[src/rtl/mahd_pkg.sv]
// ----------------------------------------------------------------------------
// mahd_pkg
// Shared types, constants and lookup tables for the MPEG audio header decoder.
// ----------------------------------------------------------------------------
package mahd_pkg;

  localparam int NUM_W    = 27;  // numerator of the frame length quotient
  localparam int Q_W      = 12;  // quotient / frame length width
  localparam int RECIP_W  = 26;  // reciprocal constant width
  localparam int RECIP_SH = 40;  // reciprocal scale, 2**RECIP_SH > max numerator
  localparam int PROD_W   = NUM_W + RECIP_W;

  typedef enum logic [2:0] {
    ST_OK           = 3'd0,
    ST_BAD_SYNC     = 3'd1,
    ST_RES_VERSION  = 3'd2,
    ST_RES_LAYER    = 3'd3,
    ST_BAD_SAMPLING = 3'd4,
    ST_BAD_BITRATE  = 3'd5
  } status_t;

  localparam logic [1:0] VER_25  = 2'd0;
  localparam logic [1:0] VER_RES = 2'd1;
  localparam logic [1:0] VER_2   = 2'd2;
  localparam logic [1:0] VER_1   = 2'd3;

  localparam logic [1:0] LAYER_RES = 2'd0;
  localparam logic [1:0] LAYER_3   = 2'd1;
  localparam logic [1:0] LAYER_2   = 2'd2;
  localparam logic [1:0] LAYER_1   = 2'd3;

  localparam logic [1:0] SIDX_RES = 2'd3;
  localparam logic [3:0] BIDX_FREE = 4'd0;
  localparam logic [3:0] BIDX_BAD  = 4'd15;

  localparam logic [7:0] SYNC_BYTE = 8'hFF;
  localparam logic [2:0] SYNC_TAIL = 3'b111;

  localparam logic [18:0] KBPS_TO_BPS = 19'd1000;
  localparam logic [17:0] SLOT_L1     = 18'd12000;   // 12 * 1000
  localparam logic [17:0] SLOT_L23    = 18'd144000;  // 144 * 1000

  localparam logic [8:0] KBPS_M1_L3 [16] = '{
    9'd0, 9'd32, 9'd40, 9'd48, 9'd56, 9'd64, 9'd80, 9'd96,
    9'd112, 9'd128, 9'd160, 9'd192, 9'd224, 9'd256, 9'd320, 9'd0};
  localparam logic [8:0] KBPS_M1_L2 [16] = '{
    9'd0, 9'd32, 9'd48, 9'd56, 9'd64, 9'd80, 9'd96, 9'd112,
    9'd128, 9'd160, 9'd192, 9'd224, 9'd256, 9'd320, 9'd384, 9'd0};
  localparam logic [8:0] KBPS_M1_L1 [16] = '{
    9'd0, 9'd32, 9'd64, 9'd96, 9'd128, 9'd160, 9'd192, 9'd224,
    9'd256, 9'd288, 9'd320, 9'd352, 9'd384, 9'd416, 9'd448, 9'd0};
  localparam logic [8:0] KBPS_LSF_L23 [16] = '{
    9'd0, 9'd8, 9'd16, 9'd24, 9'd32, 9'd40, 9'd48, 9'd56,
    9'd64, 9'd80, 9'd96, 9'd112, 9'd128, 9'd144, 9'd160, 9'd0};
  localparam logic [8:0] KBPS_LSF_L1 [16] = '{
    9'd0, 9'd32, 9'd48, 9'd56, 9'd64, 9'd80, 9'd96, 9'd112,
    9'd128, 9'd144, 9'd160, 9'd176, 9'd192, 9'd224, 9'd256, 9'd0};

  typedef struct packed {
    logic [2:0]  status;
    logic [1:0]  version_code;
    logic [1:0]  layer_code;
    logic [18:0] bitrate_bps;
    logic [15:0] sample_rate_hz;
    logic        padding_flag;
    logic        crc_present;
    logic        private_bit;
    logic [7:0]  new_third_byte;
  } hdr_info_t;

  typedef struct packed {
    hdr_info_t        info;
    logic [NUM_W-1:0] num;
    logic [1:0]       sidx;
  } div_req_t;

  function automatic logic [8:0] kbps_lookup(input logic lsf, input logic [1:0] lay,
                                             input logic [3:0] idx);
    logic [8:0] r;
    r = 9'd0;
    case (lay)
      LAYER_3: r = lsf ? KBPS_LSF_L23[idx] : KBPS_M1_L3[idx];
      LAYER_2: r = lsf ? KBPS_LSF_L23[idx] : KBPS_M1_L2[idx];
      LAYER_1: r = lsf ? KBPS_LSF_L1[idx]  : KBPS_M1_L1[idx];
      default: r = 9'd0;
    endcase
    return r;
  endfunction

  // MPEG-1 rate; MPEG-2 halves it, MPEG-2.5 quarters it
  function automatic logic [15:0] base_hz(input logic [1:0] sidx);
    logic [15:0] r;
    case (sidx)
      2'd0:    r = 16'd44100;
      2'd1:    r = 16'd48000;
      2'd2:    r = 16'd32000;
      default: r = 16'd0;
    endcase
    return r;
  endfunction

  // floor(2**RECIP_SH / base_hz)
  function automatic logic [RECIP_W-1:0] recip(input logic [1:0] sidx);
    logic [RECIP_W-1:0] r;
    case (sidx)
      2'd0:    r = RECIP_W'(24932236);
      2'd1:    r = RECIP_W'(22906492);
      2'd2:    r = RECIP_W'(34359738);
      default: r = '0;
    endcase
    return r;
  endfunction

endpackage

[src/rtl/mpeg_audio_header_decode_core.sv]
// ----------------------------------------------------------------------------
// mpeg_audio_header_decode_core
// MPEG audio frame header decoder: sync/version/layer checks, bitrate and
// sampling rate lookup, frame and total length, private bit rewrite.
// ----------------------------------------------------------------------------
//  channel  direction  handshake             payload
//  in       sink       in_valid / in_ready   header bytes, private bit request
//  out      source     out_valid / out_ready status and decoded header fields
//
//  One word per cycle sustained while out is not stalled; the stages are decode,
//  reciprocal multiply, back-multiply, correction and output register.
//  The whole pipe advances together; a stall on out holds every stage and
//  deasserts in_ready, nothing is dropped or replayed.
//  Reset clears only the stage valid bits.
// ----------------------------------------------------------------------------
module mpeg_audio_header_decode_core import mahd_pkg::*; (
  input  logic        clk,
  input  logic        rst,
  input  logic        in_valid,
  output logic        in_ready,
  input  logic [7:0]  header_first,
  input  logic [7:0]  header_second,
  input  logic [7:0]  header_third,
  input  logic        write_private,
  input  logic        private_value,
  output logic        out_valid,
  input  logic        out_ready,
  output logic [2:0]  status,
  output logic [1:0]  version_code,
  output logic [1:0]  layer_code,
  output logic [18:0] bitrate_bps,
  output logic [15:0] sample_rate_hz,
  output logic        padding_flag,
  output logic        crc_present,
  output logic [11:0] frame_length,
  output logic [11:0] total_length,
  output logic        private_bit,
  output logic [7:0]  new_third_byte
);

  logic           en;
  logic           req_valid;
  div_req_t       req;
  logic           quo_valid;
  hdr_info_t      quo_info;
  logic [Q_W-1:0] quo;
  logic [Q_W-1:0] slots;
  logic [11:0]    flen_next;
  logic [11:0]    tlen_next;

  assign en       = !out_valid || out_ready;
  assign in_ready = en;

  mahd_front u_front (
    .clk           (clk),
    .rst           (rst),
    .en            (en),
    .in_valid      (in_valid),
    .header_first  (header_first),
    .header_second (header_second),
    .header_third  (header_third),
    .write_private (write_private),
    .private_value (private_value),
    .req_valid     (req_valid),
    .req           (req)
  );

  mahd_div u_div (
    .clk       (clk),
    .rst       (rst),
    .en        (en),
    .req_valid (req_valid),
    .req       (req),
    .quo_valid (quo_valid),
    .quo_info  (quo_info),
    .quo       (quo)
  );

  // Layer I counts 4-byte slots
  always_comb begin
    slots = quo + Q_W'(quo_info.padding_flag);
    if (quo_info.status != ST_OK) begin
      flen_next = '0;
      tlen_next = '0;
    end else begin
      flen_next = (quo_info.layer_code == LAYER_1) ? {slots[9:0], 2'b00} : slots;
      tlen_next = flen_next + 12'd4 + (quo_info.crc_present ? 12'd2 : 12'd0);
    end
  end

  always_ff @(posedge clk) begin
    if (rst) begin
      out_valid <= 1'b0;
    end else if (en) begin
      out_valid <= quo_valid;
    end
  end

  always_ff @(posedge clk) begin
    if (en) begin
      status         <= quo_info.status;
      version_code   <= quo_info.version_code;
      layer_code     <= quo_info.layer_code;
      bitrate_bps    <= quo_info.bitrate_bps;
      sample_rate_hz <= quo_info.sample_rate_hz;
      padding_flag   <= quo_info.padding_flag;
      crc_present    <= quo_info.crc_present;
      private_bit    <= quo_info.private_bit;
      new_third_byte <= quo_info.new_third_byte;
      frame_length   <= flen_next;
      total_length   <= tlen_next;
    end
  end

endmodule

[src/rtl/mahd_front.sv]
// ----------------------------------------------------------------------------
// mahd_front
// Field decode, error checks, table lookups and the length numerator.
// ----------------------------------------------------------------------------
module mahd_front import mahd_pkg::*; (
  input  logic       clk,
  input  logic       rst,
  input  logic       en,
  input  logic       in_valid,
  input  logic [7:0] header_first,
  input  logic [7:0] header_second,
  input  logic [7:0] header_third,
  input  logic       write_private,
  input  logic       private_value,
  output logic       req_valid,
  output div_req_t   req
);

  logic [1:0]       ver, lay, sidx, sh;
  logic [3:0]       bidx;
  logic [8:0]       kbps;
  logic [17:0]      kfac;
  logic [NUM_W+1:0] num_wide;
  status_t          st;
  div_req_t         req_next;

  assign ver  = header_second[4:3];
  assign lay  = header_second[2:1];
  assign bidx = header_third[7:4];
  assign sidx = header_third[3:2];

  always_comb begin
    if (!(header_first == SYNC_BYTE && header_second[7:5] == SYNC_TAIL)) begin
      st = ST_BAD_SYNC;
    end else if (ver == VER_RES) begin
      st = ST_RES_VERSION;
    end else if (lay == LAYER_RES) begin
      st = ST_RES_LAYER;
    end else if (sidx == SIDX_RES) begin
      st = ST_BAD_SAMPLING;
    end else if (bidx == BIDX_FREE || bidx == BIDX_BAD) begin
      st = ST_BAD_BITRATE;
    end else begin
      st = ST_OK;
    end
  end

  always_comb begin
    kbps = kbps_lookup(ver != VER_1, lay, bidx);
    case (ver)
      VER_1:   sh = 2'd0;
      VER_2:   sh = 2'd1;
      default: sh = 2'd2;
    endcase
    kfac     = (lay == LAYER_1) ? SLOT_L1 : SLOT_L23;
    num_wide = ((NUM_W+2)'(kbps) * (NUM_W+2)'(kfac)) << sh;

    req_next = '0;
    req_next.info.status = st;
    if (st == ST_OK) begin
      req_next.info.version_code   = ver;
      req_next.info.layer_code     = lay;
      req_next.info.bitrate_bps    = 19'(kbps) * KBPS_TO_BPS;
      req_next.info.sample_rate_hz = base_hz(sidx) >> sh;
      req_next.info.padding_flag   = header_third[1];
      req_next.info.crc_present    = ~header_second[0];
      req_next.info.private_bit    = header_third[0];
      req_next.info.new_third_byte = write_private ? {header_third[7:1], private_value}
                                                   : header_third;
      req_next.num  = num_wide[NUM_W-1:0];
      req_next.sidx = sidx;
    end
  end

  always_ff @(posedge clk) begin
    if (rst) begin
      req_valid <= 1'b0;
    end else if (en) begin
      req_valid <= in_valid;
    end
  end

  always_ff @(posedge clk) begin
    if (en) begin
      req <= req_next;
    end
  end

endmodule

[src/rtl/mahd_div.sv]
// ----------------------------------------------------------------------------
// mahd_div
// Two-stage division of the numerator by the base sampling rate:
// reciprocal multiply, then back-multiply and a single correction step.
// ----------------------------------------------------------------------------
module mahd_div import mahd_pkg::*; (
  input  logic           clk,
  input  logic           rst,
  input  logic           en,
  input  logic           req_valid,
  input  div_req_t       req,
  output logic           quo_valid,
  output hdr_info_t      quo_info,
  output logic [Q_W-1:0] quo
);

  logic [PROD_W-1:0] est_wide;
  logic              b_valid;
  div_req_t          b_req;
  logic [Q_W-1:0]    b_q0;

  logic              c_valid;
  div_req_t          c_req;
  logic [Q_W-1:0]    c_q0;
  logic [NUM_W-1:0]  c_prod;

  logic [15:0]       c_div;
  logic [NUM_W-1:0]  rem;

  // estimate is exact or one short
  assign est_wide = PROD_W'(req.num) * PROD_W'(recip(req.sidx));

  always_ff @(posedge clk) begin
    if (rst) begin
      b_valid <= 1'b0;
      c_valid <= 1'b0;
    end else if (en) begin
      b_valid <= req_valid;
      c_valid <= b_valid;
    end
  end

  always_ff @(posedge clk) begin
    if (en) begin
      b_req  <= req;
      b_q0   <= est_wide[RECIP_SH +: Q_W];
      c_req  <= b_req;
      c_q0   <= b_q0;
      c_prod <= NUM_W'(NUM_W'(b_q0) * NUM_W'(base_hz(b_req.sidx)));
    end
  end

  assign c_div     = base_hz(c_req.sidx);
  assign rem       = c_req.num - c_prod;
  assign quo       = c_q0 + Q_W'(rem >= NUM_W'(c_div));
  assign quo_valid = c_valid;
  assign quo_info  = c_req.info;

endmodule

[config.mk]
export PLATFORM = sky130hd
export DESIGN_NAME = mpeg_audio_header_decode_core
export DESIGN_NICKNAME = d
export VERILOG_FILES = /design/src/rtl/mahd_pkg.sv /design/src/rtl/mpeg_audio_header_decode_core.sv /design/src/rtl/mahd_front.sv /design/src/rtl/mahd_div.sv
export SDC_FILE = /design/constraint.sdc
export NUM_CORES = 2
export LEC_CHECK = 0
export BUFFER_PORTS_ARGS = -buffer_cell sky130_fd_sc_hd__buf_2
export CORE_UTILIZATION = 60
export DETAILED_ROUTE_END_ITERATION = 10
export PLACE_DENSITY_LB_ADDON = 0.08
export SLEW_MARGIN = 0
export SYNTH_ARGS = -nofsm -noshare
export SYNTH_HDL_FRONTEND = slang
export SYNTH_SLANG_ARGS = --single-unit
[constraint.sdc]
create_clock -name clk -period 13.75 [get_ports clk]
set_input_delay 0.6875 -clock clk [delete_from_list [all_inputs] [get_ports clk]]
set_output_delay 0.6875 -clock clk [all_outputs]
set_load 0.02 [all_outputs]
---- After elaboration in Yosys (flattened, before gate mapping) ----
Memories as Yosys holds them, arrays and structs flattened.
Index checks and enable logic that the tools add are counted.
storage, ports and cells
  register bits after elaboration ......... 378
  ROM bits ................................ 720
  output and inout port bits .............. 79
  memories ................................ 5
cells by class
  add/sub/neg operators ................... 5
  $mul .................................... 4
  order comparisons ....................... 2
  equality and inequality tests ........... 20
  shift operators ......................... 2
  muxes and demuxes ....................... 30
  bitwise logic cells ..................... 2
  reductions and logical operators ........ 12
memory list
  name             depth  width  read ports  clocked after Yosys merged registers in  write ports  RTL line        source
  (no name shown)  16     9      1           0                                        0            mahd_pkg.sv:82  LAYER_3: r = lsf ? KBPS_LSF_L23[idx] : KBPS_M1_L3[idx];
  (no name shown)  16     9      1           0                                        0            mahd_pkg.sv:82
  (no name shown)  16     9      1           0                                        0            mahd_pkg.sv:83  LAYER_2: r = lsf ? KBPS_LSF_L23[idx] : KBPS_M1_L2[idx];
  (no name shown)  16     9      1           0                                        0            mahd_pkg.sv:84  LAYER_1: r = lsf ? KBPS_LSF_L1[idx] : KBPS_M1_L1[idx];
  (no name shown)  16     9      1           0                                        0            mahd_pkg.sv:84
operator list
  kind                                                                  count
  16-bit one-hot mux with 3 select lines                                3
  9-bit 2-to-1 mux                                                      13
  26-bit one-hot mux with 3 select lines                                1
  27-bit by 26-bit multiplier with 52-bit output                        1
  16-bit 2-to-1 mux                                                     2
  27-bit by 16-bit >= comparator with 1-bit output                      1
  12-bit by 16-bit multiplier with 27-bit output                        1
  9-bit by 18-bit multiplier with 27-bit output                         1
  9-bit one-hot mux with 3 select lines                                 1
  27-bit by 2-bit << shifter with 27-bit output                         1
  27-bit subtractor                                                     1
  12-bit by 1-bit adder with 12-bit output                              2
  2-bit == test (second input constant)                                 10
  18-bit 2-to-1 mux                                                     1
  9-bit by 7-bit multiplier with 16-bit output (second input constant)  1
  16-bit by 2-bit right shift with 16-bit output                        1
  3-bit 2-to-1 mux                                                      5
  12-bit by 2-bit adder with 12-bit output                              1
  12-bit by 3-bit adder with 12-bit output (second input constant)      1
  2-bit by 1-bit == test with 1-bit output (second input constant)      6
  12-bit 2-to-1 mux                                                     1
  2-bit logical NOT                                                     5
  8-bit == test (second input constant)                                 1
  5-bit >= comparator (second input constant)                           1
  14 further kinds                                                      15

---- Logic depth before layout (Yosys ltp) ----
  depth after elaboration ................. 10
  gate-level depth with buffers ........... 32

---- Hierarchy ----
From an unflattened synthesis, not the netlist that was laid out.
second synthesis, totals
  cell total of the unflattened synthesis .. 3701
  area total of the unflattened synthesis .. 40304.9 um^2
by module, submodules not included
  module                         times used  cells an instance  area an instance (um^2)  sequential area each (um^2)
  mahd_div                       1           2818               30631.9                  6436.2
  mahd_front                     1           651                6377.4                   1971.9
  mpeg_audio_header_decode_core  1           232                3295.7                   2302.2

---- Worst setup path before layout ----
No wires, ideal clock.
  path kind ............................... input to register
  start ................................... input port out_ready
  end ..................................... register u_div.b_valid
  setup time .............................. 0.146 ns
  arrival time ............................ 10.308 ns
  data required time ...................... 13.604 ns
  setup slack ............................. 3.296 ns
  cell stages on the path ................. 4
  path buffers ............................ 1
  cells stage by stage .................... nand2b_1 > clkbuf_1 > mux2i_1 > nor2_1
on the way
  cells in the longest elaborated chain, start to end .. 1
ends and longest elaborated chain
  element               RTL line                             source
  from (decl)           mpeg_audio_header_decode_core.sv:27  input logic out_ready,
  1-bit logical OR      mpeg_audio_header_decode_core.sv:51  assign en = !out_valid || out_ready;
  net in_ready          mpeg_audio_header_decode_core.sv:20  output logic in_ready,
  to (signal assigned)  mahd_div.sv:38                       b_valid <= req_valid;
  to (decl)             mahd_div.sv:18                       logic b_valid;
The timed path passes the listed nets, and every way through them passes these cells.
A chain may end at the register's enable or synchronous reset.

==> results_dict.tcl <==
set metrics [dict create \
    synth-async-reset-ratio 0 \
    synthMuxAreaShare 0.008926 \
    finalSetupTns_ns 0 \
    dpl.cell_count 3731 \
    yosys.area_share.simple 0.08704 \
    hold_viol 0 \
    area_growth_pct 7.440 \
    outcome "complete, no violations" \
    hold_class "in2reg" \
    cts_resized 0 \
    place.gp.congestion 1.013 \
    h-tree-depth 2 \
    fp.dieW_um 235.3 \
    grt_start_max_net_pins 188 \
    design.die.area_um2 55370 \
    cts_tree "yes" \
    clk_latency_ns 0.55 \
    instances_no_fill 3796 \
    clkTransAtPathRegs_ns 0.06 \
    rsz0062_at_grt "no" \
    min_period_ns 9.671 \
    port_buffers 102 \
    slowest_stage "nor2_1" \
    worstSetupPathType "reg2reg" \
    synth_compound_area_frac 0.05831 \
    fillers 4300 \
    num_vias 20760 \
    drt_first_iter_violations 1180 \
    crit_path_start "u_front.req[32]" \
    final_common_cell "inv_1" \
    startpoint_type "flop" \
    ys_ff_latch 317 \
    antenna_cells 0 \
    r2r-start "u_front.req[32]" \
    synth_edf_count 313 \
    post-route-util 0.6521 \
    ys_seq_area_frac 0.2902 \
    grt_pass1_vias 22210 \
    finalCritPeriodShare 0.7034 \
    critPathArrivalTime_ns 9.95 \
    grt_util_all_layers 0.2816 \
    syn_area_um2 32660 \
    holdBufCountCts 0 \
    slew_viol_final 0 \
    postRouteAntennaNets 0 \
    hp-start "rst" \
    syn_avg_cell_area_um2 10.97 \
    netlist_instances 2977 \
    synthXorXnorAreaFrac 0.02226 \
    synthAdderAreaFrac 0.4423 \
    cts_sinks 317 \
    place_hpwl_mm 62.20 \
    layout.nets 3987 \
    crit_fanout 23 \
    first_pass_iters 5 \
    postPlaceCellArea_um2 33910 \
    synth.distinct_cells 70 \
    drc 0 \
    fin_skew_ns 0.01876 \
    max_stage_delay_ns 0.90 \
    synth_top_family_by_area "adder cells" \
    yosysTopAreaCell "edfxtp_1" \
    cp.required_ns 14.03 \
    max_slew.worst_pin.slew_ns 1.135 \
    peakVddDrop_mv 0.08231 \
    cts_setup_buffers 0 \
    start_util 0.6069 \
    grt_pass1_wl_mm 120.0 \
    root_buffer "clkbuf_16" \
    cts_buffer_depth 3 \
    p_leak_nw 18.87 \
    clock.fmax_mhz 103.4 \
    antenna_found_initial 1 \
    finalSetupViolCount 0 \
    cts_buffers 36 \
    critPathCaptureType "flop" \
    synth_top_area_frac 0.2878 \
    die_h_um 235.3 \
    drive_gt1_frac 0.05903 \
    multi_input_area_um2 20260 \
    seq_area_um2 9479 \
    power.total_w 0.002953 \
    wire_per_inst_um 19.49 \
    grt.overflow.total 0 \
    fp-row-count 85 \
    ios 109 \
    drv_cap 0 \
    synth_ff_type "edfxtp_1" \
    cpMostUsedCell "fa_1" \
    via_per_inst 5.469 \
    ys_top_cells_by_area "edfxtp_1 (29%), fa_1 (28%), ha_1 (17%), inv_1 (8.3%), and2_1 (2.1%)" \
    power_density_nw_per_um2 84.16 \
    relSlewSlack 0.2408 \
    yosys_warnings 0 \
    wl_mm 73.99 \
    final_cell_mix "inv_1 (722), fa_1 (451), ha_1 (433)" \
    core_um2 53810 \
    final_area_um2 35090 \
]
-- per-stage QoR --
stage,hold WS (ns),worst slack [ns]
after floorplan,0.4003,3.296
after global placement,0.4002,4.379
after detailed placement,0.4045,4.262
after CTS,0.3157,4.212
after global routing,0.3351,3.633
final,0.3465,4.079
-- worst paths after layout --
path	endpoint	cells past startpoint	slack (ns)
min reg2reg	u_div.b_req[41]	0	0.40
max	u_div.b_q0[11]	28	4.08
max reg2reg	u_div.b_q0[11]	28	4.08
min	out_valid	2	0.35
-- sequential cells by signal, indices dropped and copies added (netlist names), 13 cells and up --
register	count
bitrate_bps	13
sample_rate_hz	16
u_front.req	65
u_div.b_req	65
u_div.c_req	19
u_div.quo_info	46
u_div.c_prod	25
-- cells in the mapped netlist (all sizes together) (3+ instances only) --
cell	number
o21a	5
and3	10
edfxtp	313
fa	451
xnor2	58
a31o	3
and2	109
nand2b	23
inv	722
mux2i	28
nor2	139
a211oi	26
nand3b	4
xor2	25
o211ai	6
nor3	22
dfxtp	4
or3	5
o2111ai	4
or2	5
o21ai	71
a21oi	100
nand4	13
nor2b	47
o22ai	5
a21o	35
nand2	161
clkbuf	47
o21bai	13
a31oi	9
buf	12
nand3	25
nor3b	5
ha	433
o31ai	3
o221ai	3
-- cell type report --
class	instances	area share
flip-flops and latches	317	0.2701
well taps	696	0.02482
repair buffers	110	0.01662
multi-input cells	1885	0.5774
clock inverters	19	0.006133
inverters	723	0.07734
clock buffers	46	0.02760
-- layer usage --
metal  up-vias  GRT usage  share of wire
li1       9723          -              -
met1     10400     0.3867           0.43
met2       540     0.4572           0.47
met3        94    0.05359          0.065
met4         2    0.08536          0.029
met5         -          0        0.00022
-- power breakdown --
part	internal, W	switching [W]	total [W]
combinational	0.000348	0.000506	0.000854
sequential	0.00112	0.0000340	0.00115
clock	0.000562	0.000386	0.000949
-- logic make-up (layout without fill, tap and decap cells) --
kind of cell	Yosys count	count (layout)
multiplexers	29	29
AND/OR/NAND/NOR	576	576
flip-flops	317	317
adder cells (fa/ha/maj)	884	884
XOR/XNOR	83	83
buffers and inverters	782	898
other	1	8
AO/OA/AOI/OAI	305	305
-- worst max-delay path: cells and delay by family, from the launching register on --
family                     cells  cell delay (ns)
xor gates and xnor gates       1             0.10
buffers and inverters          6             0.41
and+or+nand+nor                4             1.52
DFF                            1             0.43
adders and majority gates      9             4.84
AOI/OAI and AO/OA              8             2.10
Power figures use the tool's default switching activity.
